===== config.mk =====
export PLATFORM = sky130hd
export DESIGN_NAME = pfc_ctrl
export DESIGN_NICKNAME = d
export VERILOG_FILES = /design/src/sv/polygon_frustum_cull_macros.svh /design/src/sv/pfc_pkg.sv /design/src/sv/pfc_ctrl.sv
export SDC_FILE = /design/constraint.sdc
export NUM_CORES = 1
export LEC_CHECK = 0
export ABC_CLOCK_PERIOD_IN_PS = 1600
export BUFFER_PORTS_ARGS = -buffer_cell sky130_fd_sc_hd__buf_2
export CORE_AREA = 2 2 39 41
export CTS_CLUSTER_SIZE = 8
export DETAILED_ROUTE_END_ITERATION = 8
export DIE_AREA = 0 0 41 43
export GPL_TIMING_DRIVEN = 0
export HOLD_SLACK_MARGIN = 0.1
export SLEW_MARGIN = 20
export SYNTH_ARGS = -nofsm -noshare
export SYNTH_HDL_FRONTEND = slang
export SYNTH_SLANG_ARGS = --single-unit

===== constraint.sdc =====
create_clock -name clk -period 1.6 [get_ports clk]
set_input_delay 0.16 -clock clk [delete_from_list [all_inputs] [get_ports clk]]
set_output_delay 0.16 -clock clk [all_outputs]
set_load 0.03 [all_outputs]

===== src/sv/polygon_frustum_cull_macros.svh =====
// assertion macros for the polygon frustum cull block
`ifndef POLYGON_FRUSTUM_CULL_MACROS_SVH
`define POLYGON_FRUSTUM_CULL_MACROS_SVH

// same-cycle implication under reset
`define PFC_ASSERT_NOW(lbl, ante, cons, msg) \
	lbl: assert property (@(posedge clk) disable iff (!arst_n) (ante) |-> (cons)) \
		else $error(msg);

// next-cycle implication under reset
`define PFC_ASSERT_NEXT(lbl, ante, cons, msg) \
	lbl: assert property (@(posedge clk) disable iff (!arst_n) (ante) |=> (cons)) \
		else $error(msg);

`endif


===== src/sv/pfc_pkg.sv =====
// shared constants, types and register codes of the polygon frustum cull block
package pfc_pkg;

	localparam int FRAC_BITS    = 8;
	localparam int VERTEX_SLOTS = 256;
	localparam int SLOT_W       = $clog2(VERTEX_SLOTS);
	localparam int IDX_W        = 8;
	localparam int POS_W        = 24;
	localparam int PLANE_W      = 15;
	localparam int FOV_W        = 16;
	localparam int CNT_W        = 3;
	localparam int CFG_IDX_W    = 3;
	localparam int CFG_DATA_W   = 16;
	localparam int PROD_W       = FOV_W + 1 + POS_W;
	localparam int CMP_W        = PROD_W + 1;
	localparam int NPL_W        = PLANE_W + FRAC_BITS;
	localparam int DEP_W        = ((POS_W > NPL_W) ? POS_W : NPL_W) + 1;

	typedef enum logic [CFG_IDX_W-1:0] {
		REG_NEAR       = 3'd0,
		REG_FAR        = 3'd1,
		REG_H_SLOPE    = 3'd2,
		REG_V_SLOPE    = 3'd3,
		REG_DEPTH_ONLY = 3'd4
	} pfc_reg_t;

	typedef struct packed {
		logic [PLANE_W-1:0] near_plane;
		logic [PLANE_W-1:0] far_plane;
		logic [FOV_W-1:0]   h_slope;
		logic [FOV_W-1:0]   v_slope;
		logic               depth_only_mode;
	} pfc_cfg_t;

	typedef struct packed {
		logic       wr;
		logic       load;
		logic       rd;
		logic [1:0] sel;
	} pfc_cmd_t;

	typedef struct packed {
		logic culled;
	} pfc_status_t;

endpackage


===== src/sv/pfc_ctrl.sv =====
// controller: input and output handshakes and the corner read sequence
module pfc_ctrl (
	input  logic                clk,
	input  logic                arst_n,
	input  logic                in_valid,
	output logic                in_ready,
	input  logic                action,
	output logic                out_valid,
	input  logic                out_ready,
	output logic                culled,
	output pfc_pkg::pfc_cmd_t   cmd,
	input  pfc_pkg::pfc_status_t status
);
	import pfc_pkg::*;

	typedef enum logic [2:0] {
		ST_IDLE = 3'b001,
		ST_RUN  = 3'b010,
		ST_DONE = 3'b100
	} pfc_state_t;

	localparam logic [2:0] LAST_STEP = 3'd5;
	localparam logic [2:0] READS     = 3'd4;

	pfc_state_t state_q, state_d;
	logic [2:0] step_q;
	logic       out_valid_q;
	logic       culled_q;
	logic       accept;
	logic       emit;

	assign in_ready = (state_q == ST_IDLE);
	assign accept   = in_valid && in_ready;
	assign emit     = (state_q == ST_DONE) && (!out_valid_q || out_ready);

	assign cmd.wr   = accept && !action;
	assign cmd.load = accept && action;
	assign cmd.rd   = (state_q == ST_RUN) && (step_q < READS);
	assign cmd.sel  = step_q[1:0];

	always_comb begin
		state_d = state_q;
		unique case (state_q)
			ST_IDLE: begin
				if (accept && action) state_d = ST_RUN;
			end
			ST_RUN: begin
				if (step_q == LAST_STEP) state_d = ST_DONE;
			end
			ST_DONE: begin
				if (emit) state_d = ST_IDLE;
			end
			default: state_d = ST_IDLE;
		endcase
	end

	always_ff @(posedge clk or negedge arst_n) begin
		if (!arst_n) begin
			state_q     <= ST_IDLE;
			step_q      <= '0;
			out_valid_q <= 1'b0;
		end else begin
			state_q <= state_d;
			if (state_q == ST_RUN) step_q <= step_q + 3'd1;
			else step_q <= '0;
			if (emit) out_valid_q <= 1'b1;
			else if (out_ready) out_valid_q <= 1'b0;
		end
	end

	always_ff @(posedge clk) begin
		if (emit) culled_q <= status.culled;
	end

	assign out_valid = out_valid_q;
	assign culled    = culled_q;

endmodule


# After elaboration in Yosys (flattened, before gate mapping)
# Index checks and enable logic that the tools add are counted.
[classes]
n_reduce_logical = 10
n_eq_ne = 7
addsub = 1
muxes = 7
order_cmp = 1
[op_table]
columns = ["operator", "count"]
rows = [
  ["two-way mux 3 bit", 4],
  ["case mux 3 bit (3 select lines)", 1],
  ["equality test 3 bit, second input constant", 2],
  ["logical AND 1 bit", 5],
  ["!= test 2 bit, second input constant", 2],
  ["adder 3 x 1 -> 3 bit, second input constant", 1],
  ["equality test 3 x 1 -> 1 bit, second input constant", 1],
  ["equality test 3 x 2 -> 1 bit, second input constant", 1],
  ["less-than comparator 3 bit, second input constant", 1],
  ["AND reduction 3 bit", 1],
  ["zero test 1 bit", 2],
  ["two-way mux 1 bit", 2],
  ["!= test 2 x 1 -> 1 bit, second input constant", 1],
  ["nonzero test 2 bit", 1],
  ["logical OR 1 bit", 1],
]
[word_totals]
output_inout_bits = 8
word_cells = 30
reg_bits = 8
inputBits = 6

# Longest topological paths before layout
# Gate-level depths: netlist (run 1).
[depth]
depth_word = 5
ltp_mapped = 4
ltp_nobuf = 4

# Worst setup path after synthesis (run 1)
# Ideal clock, no wire load.
[synth_path]
path_kind = "register to register"
startpoint = "register state_q[0]"
endpoint = "register state_q[1]"
path_buffers = 0
stages_incl_launch_ff = 4
period_less_slack_ps = 1668
setup_ps = 65
required_ps = 1535
arrival_ps = 1603
path_slack_ps = -68
cell_sequence = "dfstp_2 nor3b_2 and3_1 or2_1"
[synth_rtl]
columns = ["element", "line", "rtl"]
rows = [
  ["start, declared", "pfc_ctrl.sv:25", "pfc_state_t state_q, state_d;"],
  ["start signal, assigned", "pfc_ctrl.sv:63", "state_q <= state_d;"],
]

==> impl_metrics.yaml, run 1 <==
sta:
  drv_slew: 0
  clock_skew_ns: 0.00806
  worstMarginPinSlew_ns: 0.234
  setup_slack_ns: 0.0650
  slew_headroom_pct: 84.4
  min_period_over_period_pct: 95.9
  setup_viol: 0
  fmax_mhz: 651
  post-route-min-period_ns: 1.54
  finalHoldViolCount: 0
  tns_ns: 0
  rsz0062_at_grt: "false"
placement:
  place_ws_ns: 0.250
  dp.cells: 65
  place_congestion: 0.651
  port_buffers: 13
  dpl.hpwl_um: 504
global_route:
  track_usage_pct: 9.96
  grt_max_degree: 8
  grt_pass1_vias: 277
  antenna_found_initial: 0
  grt.overflow.total: 0
  grt_pass1_wl_um: 1180
worst_setup_path:
  worstPathRequired_ns: 1.44
  path_max_fanout: 6
  crit_start: "state_q[2]"
  worstSetupStartpointType: "flip-flop"
  arrival_ns: 1.38
  r2r_cells: 3
  r2r_slack_ns: 0.44
  r2r_end: "step_q[1]"
  criticalPathCategory: "flip-flop to primary output"
  rr_startpoint: "state_q[2]"
  end_kind: "primary output"
route:
  drc_errors: 0
  first_pass_iters: 4
  via_per_inst: 4.49
  vias: 332
  wl_per_cell_um: 10.2
  drt_iter0_drc: 6
  antenna_left: 0
  wl_um: 753
clock_tree:
  clk_latency_ns: 0.25
  htree_levels: 1
  clockBufferDepth: 2
  cts_buffers: 3
  root_buffer: "clkbuf_4"
  numClockSinks: 8
  cts.clk_slew.worst_paths_ns: 0.06
  cts_tree: "built"
status:
  status: "completed"
floorplanning:
  io_pins: 14
  rows: 14
  die_x_um: 41
  coreArea_sq_um: 1380
  initial_utilization_pct: 28.9
  dieArea_sq_um: 1760
  fp.dieH_um: 43
final_layout:
  multi_input_area_sq_um: 186
  antenna_cells: 0
  final_cells: 74
  nets: 67
  fillers: 141
  drive_above_1_share_pct: 48.3
  area.growth.synth_to_final_pct: 44.7
  register_area_sq_um: 209
  fin_util_pct: 41.9
synth:
  avgSynthCellArea_sq_um: 11.1
  syn_nets: 44
  ys_ff_latch: 8
  syn-instance-count: 36
  synth_warnings: 0
  syn_area_sq_um: 400
  synth_cell_types: 22
  yosysSeqAreaShare_pct: 51.6
pwr:
  total_leakage_power_nw: 0.288
  p_per_area_nw_per_um2: 832
  finalPower_w: 0.000482
  peakVddDrop_mv: 0.334
job:
  max-cap-violations: 0
min_path:
  min_to: "state_q[2]"
  hold_start: "out_ready"
  min_path_type: "input pin to flip-flop"
  whs_path_depth: 4
cell usage in the layout (no fill, tap or decap), types with 2 or more instances in the layout:
| master | netlist | layout |
|---|---|---|
| buf_2 | 0 | 10 |
| buf_4 | 2 | 7 |
| nor2_1 | 6 | 6 |
| dfrtp_1 | 6 | 4 |
| clkbuf_4 | 0 | 3 |
| nand4b_1 | 2 | 2 |
| a21oi_1 | 2 | 2 |
| ha_1 | 2 | 2 |
| dlygate4sd3_1 | 0 | 2 |
| dfrtp_2 | 0 | 2 |
cell type report:
cell class,count,share of cell area [%]
Inverter,1,0.648
Tap cell,16,3.46
Multi-Input combinational cell,25,32.2
Timing Repair Buffer,18,20.5
Sequential cell,8,36.1
Buffer,2,2.59
Clock buffer,4,4.54
report_power, final:
part	switching (W)	internal [W]
combinational	0.0000446	0.0000450
sequential	0.0000108	0.000215
clock	0.0000710	0.0000955
total	0.000126	0.000356
cells in the mapped netlist:
cell | number | share of area (%)
or2b_1 | 1 | 1.9
a21oi_2 | 1 | 2.2
nor3b_2 | 1 | 3.1
or2_1 | 1 | 1.6
and3_1 | 1 | 1.6
a21oi_1 | 2 | 2.5
inv_1 | 1 | 0.94
ha_1 | 2 | 6.2
nor2_1 | 6 | 5.6
nand4b_1 | 2 | 4.4
dfrtp_1 | 6 | 37
xnor2_1 | 1 | 2.2
a31oi_1 | 1 | 1.6
edfxtp_1 | 1 | 7.5
nand2b_1 | 1 | 1.6
nand2_1 | 1 | 0.94
or3b_4 | 1 | 2.8
and3b_1 | 1 | 2.2
buf_4 | 2 | 3.7
dfstp_2 | 1 | 6.6
nand3b_1 | 1 | 1.9
nor2b_1 | 1 | 1.6
worst max-delay path: stages (launching register included):
cell and delay (ns):
dfrtp_2 0.45, or3b_4 0.41, nor2_1 0.09, buf_4 0.16
sequential cells by signal, indices dropped and copies added, names as in the netlist:
name       count
step_q         3
state_q        3
culled         1
out_valid      1
through the flow:
step                      instance area [sq um]  hold WS [ns]
after global routing                        579         0.252
after detailed placement                    492       0.00342
after CTS                                   543         0.220
after global placement                      492       0.00434
after floorplan                             407        -0.136
final                                       579         0.217
worst max path at each step:
stage	to	slack (ns)	cells past startpoint
after global placement	cmd[2]	0.24	3
after detailed placement	cmd[2]	0.25	3
final	cmd[2]	0.06	3
after CTS	cmd[3]	0.005	3
after global routing	cmd[2]	0.009	3
after floorplan	state_q[1]	0.06	3
routing by layer:
layer / vias to the layer above / track usage (%) / wire length, um
met5: - / 0 / 0
met4: 0 / 8.00 / 0
met3: 0 / 1.57 / 37
met2: 10 / 13.1 / 406
met1: 155 / 13.7 / 309
li1: 167 / - / -
cell families after synthesis:
| family | Yosys count | share of synthesized area, % |
|---|---|---|
| and+or+nand+nor | 18 | 29.1 |
| DFF | 8 | 51.6 |
| AOI/OAI and AO/OA | 4 | 6.25 |
| buffers and inverters | 3 | 4.69 |
| adders and majority gates | 2 | 6.25 |
| xor gates and xnor gates | 1 | 2.19 |
timing repair:
item	in CTS	in global routing
buffers inserted	0	3
setup endpoints to repair	1	3
resized for setup	3	6
hold buffers	2	0
endpoints found under the hold margin	8	0
pin swaps	0	1
Power figures use the tool's default switching activity.
==> run 2, diff against run 1 <==
--- a/config.mk
+++ b/config.mk
@@ -5,6 +5,7 @@
 export SDC_FILE = /design/constraint.sdc
 export NUM_CORES = 1
 export LEC_CHECK = 0
+export ABC_AREA = 1
 export ABC_CLOCK_PERIOD_IN_PS = 1600
 export BUFFER_PORTS_ARGS = -buffer_cell sky130_fd_sc_hd__buf_2
 export CORE_AREA = 2 2 39 41
==> impl_metrics.yaml, run 2 <==
synth:
  synth_ff_type: "dfrtp_1"
  synth_warnings: 0
  avgSynthCellArea_sq_um: 8.89
  ys_ff_latch: 8
  synth_edf_count: 1
  synth-xor-area-share_pct: 2.05
  syn_nets: 56
  synth_fa_ha_area_share_pct: 5.87
  synth_compound_area_share_pct: 3.23
  yosysSeqAreaShare_pct: 48.4
  synth-simple-area-share_pct: 26.4
  syn-instance-count: 48
  synthMuxAreaShare_pct: 0
  synth_top_family_by_area: "simple AND/OR/NAND/NOR gates"
  synthTopCellsByCount: "10 x inv_1, 6 x dfrtp_1, 6 x nor2_1"
  synth_cell_types: 18
  syn_area_sq_um: 427
  synthTopCellsByArea: "dfrtp_1 35%, inv_1 8.8%, edfxtp_1 7.0%, dfstp_2 6.2%, ha_1 5.9%"
  synth_top_area_cell: "dfrtp_1"
  yosysTopAreaCellShare_pct: 35.2
  async_flop_share_pct: 87.5
  yosys.cell_count.top_type: "inv_1"
clock_tree:
  numClockSinks: 8
  clk_latency_ns: 0.25
  htree_levels: 1
  root_buffer: "clkbuf_4"
  cts_buffers: 3
  cts.clk_slew.worst_paths_ns: 0.06
  clockBufferDepth: 2
  cts_tree: "built"
status:
  status: "completed"
global_route:
  grt_max_degree: 9
  grt.overflow.total: 0
  track_usage_pct: 10.6
  grt_pass1_wl_um: 1120
  antenna_found_initial: 0
  grt_pass1_vias: 279
sta:
  slew_headroom_pct: 86.3
  rsz0062_at_grt: "true"
  tns_ns: 0
  worstMarginPinSlew_ns: 0.204
  post-route-min-period_ns: 1.52
  clock_skew_ns: 0.00336
  setup_slack_ns: 0.0850
  min_period_over_period_pct: 94.7
  drv_slew: 0
  fmax_mhz: 660
  setup_viol: 0
  finalHoldViolCount: 0
floorplanning:
  initial_utilization_pct: 30.8
  rows: 14
  io_pins: 14
  coreArea_sq_um: 1380
  die_x_um: 41
  dieArea_sq_um: 1760
  fp.dieH_um: 43
pwr:
  switching_share_pct: 41.5
  p_per_area_nw_per_um2: 1440
  p_sw_w: 0.000344
  p_int_w: 0.000486
  clockPowerShare_pct: 20.5
  peakVddDrop_mv: 0.493
  p_seq_share_pct: 34.6
  finalPower_w: 0.000831
  comb_power_share_pct: 44.9
  total_leakage_power_nw: 0.344
worst_setup_path:
  end_kind: "primary output"
  cp_slowest_cell: "dfstp_2"
  path_max_fanout: 3
  critPathMaxStageDelay_ns: 0.53
  arrival_ns: 1.36
  worstPathRequired_ns: 1.44
  criticalPathCategory: "flip-flop to primary output"
  crit_buf_inv: 3
  cpLargestDelayFamily: "flip-flops"
  worstSetupStartpointType: "flip-flop"
  cp_cell_sequence: "inv_2 -> nor3_4 -> buf_4 -> buf_2"
route:
  drc_errors: 0
  wl_per_cell_um: 8.76
  vias: 334
  antenna_left: 0
  first_pass_iters: 2
  drt_iter0_drc: 2
  via_per_inst: 3.98
  wl_um: 736
final_layout:
  design_area_sq_um: 576
  layout_common_cells: "11 x buf_2, 10 x inv_1, 6 x nor2_1, 6 x dfrtp_1"
  antenna_cells: 0
  area.growth.synth_to_final_pct: 34.9
  fillers: 157
  nets: 77
  top_regs: "state_q (3), step_q (3)"
  drive_above_1_share_pct: 44.1
  final_common_cell: "buf_2"
job:
  max-cap-violations: 0
placement:
  dpl.hpwl_um: 560
  port_buffers: 13
  place_congestion: 0.724
  place_ws_ns: 0.285
  place_area_sq_um: 517
min_path:
  min_path_type: "input pin to flip-flop"
run 2: through the flow:
step / utilization [%] / hold slack (ns) / std cells
floorplan: - / -0.136 / 48
global placement: 37.3 / 0.00211 / 77
detailed placement: 37.3 / 0.00670 / 77
CTS: 41.4 / 0.194 / 84
global route: 41.6 / 0.207 / 84
finish: 41.6 / 0.195 / 84
run 2: layer usage:
layer	routed length, um	part of all wire (%)	up-vias	track usage (%)
met4	10	1.4	0	12.0
met1	341	46	140	12.8
li1	-	-	181	-
met2	340	46	11	13.1
met5	0	0	-	0
met3	44	6.0	2	3.14
run 2: final cells by class:
type                    instances  area (sq um)  area share, %
repair buffers                 16          97.6           17.0
flip-flops and latches          8           206           35.9
plain buffers                   2          15.0           2.61
inverters                      12          45.0           7.83
multi-input cells              26           165           28.7
clock buffers                   4          26.3           4.57
well taps                      16          20.0           3.48
run 2: kinds of logic after synthesis:
kind of cell / after synthesis
and+or+nand+nor: 21
adders and majority gates: 2
buffers and inverters: 14
xor gates and xnor gates: 1
AOI/OAI and AO/OA: 2
DFF: 8
run 2: final timing paths:
kind	endpoint	cells past startpoint	slack (ns)	startpoint
max in group asynchronous	state_q[0]	2	1.11	arst_n
min in group asynchronous	state_q[2]	2	0.26	arst_n
worst max register to register	state_q[2]	6	0.41	state_q[0]
worst max-delay path	in_ready	4	0.08	state_q[0]
worst min-delay path	state_q[1]	3	0.19	in_valid
worst min register to register	step_q[0]	1	0.50	step_q[0]
run 2: power groups by stage:
stage / Clock, W / Combinational, W / Sequential [W]
detailed placement: 0 / 0.000339 / 0.000292
global route: 0.000188 / 0.000413 / 0.000294
floorplan: 0 / 0.000254 / 0.000296
global placement: 0 / 0.000333 / 0.000291
CTS: 0.000175 / 0.000374 / 0.000288
finish: 0.000170 / 0.000373 / 0.000287
run 2: tightest hold or removal path, delay by kind of cell:
kind	cells	cell delay (ns)
buffers and inverters	1	0.08
AOI/OAI and AO/OA	1	0.08
and+or+nand+nor	1	0.09
run 2: what timing repair did:
action | CTS | global route
hold buffers | 2 | 0
endpoints found under the hold margin | 8 | 0
buffers inserted | 1 | 0
pin swaps | 1 | 1
endpoints found under the setup margin | 1 | 3
gates resized for setup | 1 | 2
==> run 3, diff against run 2 <==
--- a/config.mk
+++ b/config.mk
@@ -6,7 +6,7 @@
 export NUM_CORES = 1
 export LEC_CHECK = 0
 export ABC_AREA = 1
-export ABC_CLOCK_PERIOD_IN_PS = 1600
+export ABC_CLOCK_PERIOD_IN_PS = 1260
 export BUFFER_PORTS_ARGS = -buffer_cell sky130_fd_sc_hd__buf_2
 export CORE_AREA = 2 2 39 41
 export CTS_CLUSTER_SIZE = 8
==> constraint.sdc (replaced) <==
create_clock -name clk -period 1.26 [get_ports clk]
set_input_delay 0.126 -clock clk [delete_from_list [all_inputs] [get_ports clk]]
set_output_delay 0.126 -clock clk [all_outputs]
set_load 0.03 [all_outputs]
==> impl_metrics.yaml, run 3 (synthesis results as in run 2) <==
sta:
  fmax_mhz: 670
  min_period_over_period_pct: 118
  worstMarginPinSlew_ns: 0.222
  setup_slack_ns: -0.232
  finalHoldViolCount: 0
  setup_viol: 4
  whs_ns: 0.186
  clock_skew_ns: 0.00425
  drv_slew: 0
  rsz0062_at_grt: "true"
  post-route-min-period_ns: 1.49
  slew_headroom_pct: 85.2
global_route:
  grt.overflow.total: 0
  track_usage_pct: 11.2
  grt_pass1_wl_um: 1220
  grt_pass1_vias: 312
  antenna_found_initial: 0
  grt_max_degree: 8
worst_setup_path:
  r2r_slack_ns: 0.01
  r2r_end: "state_q[2]"
  worstPathRequired_ns: 1.13
  criticalPathCategory: "flip-flop to primary output"
  critPathMostFrequentCell: "inv_2"
  r2r_cells: 8
  cp_cell_sequence: "inv_2 -> nor3_4 -> nand3_1 -> inv_2 -> buf_4"
  arrival_ns: 1.37
  critPathMaxStageDelay_ns: 0.54
  cp_slowest_cell: "dfstp_2"
  cpLargestDelayFamily: "flip-flops"
  path_max_fanout: 4
  crit_buf_inv: 3
  end_kind: "primary output"
  rr_startpoint: "state_q[0]"
  worstSetupStartpointType: "flip-flop"
route:
  vias: 373
  first_pass_iters: 4
  drt_iter0_drc: 10
  antenna_left: 0
  via_per_inst: 4.19
  wl_per_cell_um: 8.49
  wl_um: 756
  drc_errors: 0
pwr:
  peakVddDrop_mv: 0.917
  p_per_area_nw_per_um2: 1860
  total_leakage_power_nw: 0.372
clock_tree:
  cts_tree: "built"
  htree_levels: 1
  clockBufferDepth: 2
  root_buffer: "clkbuf_4"
  cts_buffers: 3
  numClockSinks: 8
  clk_latency_ns: 0.25
  cts.clk_slew.worst_paths_ns: 0.06
final_layout:
  area.growth.synth_to_final_pct: 52.2
  register_area_sq_um: 206
  nets: 82
  drive_above_1_share_pct: 50.7
  layout_common_cells: "9 x inv_1, 9 x buf_2, 8 x buf_4"
  top_regs: "state_q (3), step_q (3)"
  final_cells: 89
  antenna_cells: 0
  multi_input_area_sq_um: 181
  fillers: 135
min_path:
  whs_path_depth: 4
  hold_start: "out_ready"
  min_to: "out_valid"
  min_path_type: "input pin to flip-flop"
placement:
  place_congestion: 0.725
  port_buffers: 13
  dpl.hpwl_um: 530
  place_ws_ns: -0.0139
  dp.cells: 77
floorplanning:
  io_pins: 14
  coreArea_sq_um: 1380
  initial_utilization_pct: 30.8
  rows: 14
  die_x_um: 41
  dieArea_sq_um: 1760
  fp.dieH_um: 43
job:
  max-cap-violations: 0
status:
  status: "finished, violations left"
  violations: "negative setup slack"
==> run 3: cell types whose count changed in the layout (fill, tap and decap cells not counted) <==
cell	delta
inv_2	+1
nand3_2	-1
nor2_2	+1
nor3_2	-1
nor3_4	+1
nand3_4	+1
buf_2	-2
inv_1	-1
buf_6	+4
nor2_1	-1
buf_4	+3
==> run 3: timing repair <==
action | in CTS | in global routing
gates cloned | 0 | 0
pin swaps | 1 | 1
hold buffers | 2 | 0
setup buffers | 4 | 2
endpoints found under the hold margin | 8 | 0
resized for setup | 8 | 2
setup endpoints to repair | 4 | 6
==> run 3: routing by layer <==
metal / part of all wire, % / GRT usage [%]
met4: 0 / 10.0
met5: 0 / 0
met1: 42 / 12.3
met2: 56 / 15.6
met3: 2.6 / 4.71
==> run 3: tightest hold or removal path, cell delays in order <==
cell	delay, ns
buf_2	0.08
inv_1	0.03
nand2_1	0.10
nand2_1	0.06
==> run 3: layout make-up <==
| type | instances | area share, % |
|---|---|---|
| plain buffers | 2 | 2.31 |
| clock buffers | 4 | 4.05 |
| inverters | 12 | 6.94 |
| multi-input cells | 26 | 27.9 |
| flip-flops and latches | 8 | 31.8 |
| well taps | 16 | 3.08 |
| repair buffers | 21 | 23.9 |
==> run 3: stage by stage <==
stage               setup TNS (ns)  power (W)  utilization, %  cell area [sq um]
global placement           -0.0167   0.000806            37.8                523
finish                      -0.683    0.00121            46.9                649
CTS                         -0.848    0.00119            45.4                628
detailed placement         -0.0243   0.000809            37.8                523
global route                 -1.14    0.00131            46.9                649
floorplan                   -0.301   0.000711               -                438
==> run 3: worst max-delay path by stage <==
stage,slack [ns],to,start,cells past startpoint
6_report,-0.23,cmd[3],state_q[0],5
5_1_grt,-0.34,cmd[3],state_q[0],5
4_1_cts,-0.28,cmd[3],state_q[0],5
3_5_place_dp,-0.01,cmd[4],state_q[0],5
3_3_place_gp,-0.009,cmd[4],state_q[0],5
2_1_floorplan,-0.17,cmd[4],state_q[0],4
==> run 3: report_power, final <==
group	total, W	switching (W)	internal, W
registers	0.000372	0.0000520	0.000320
logic	0.000634	0.000339	0.000295
clock network	0.000203	0.0000826	0.000121
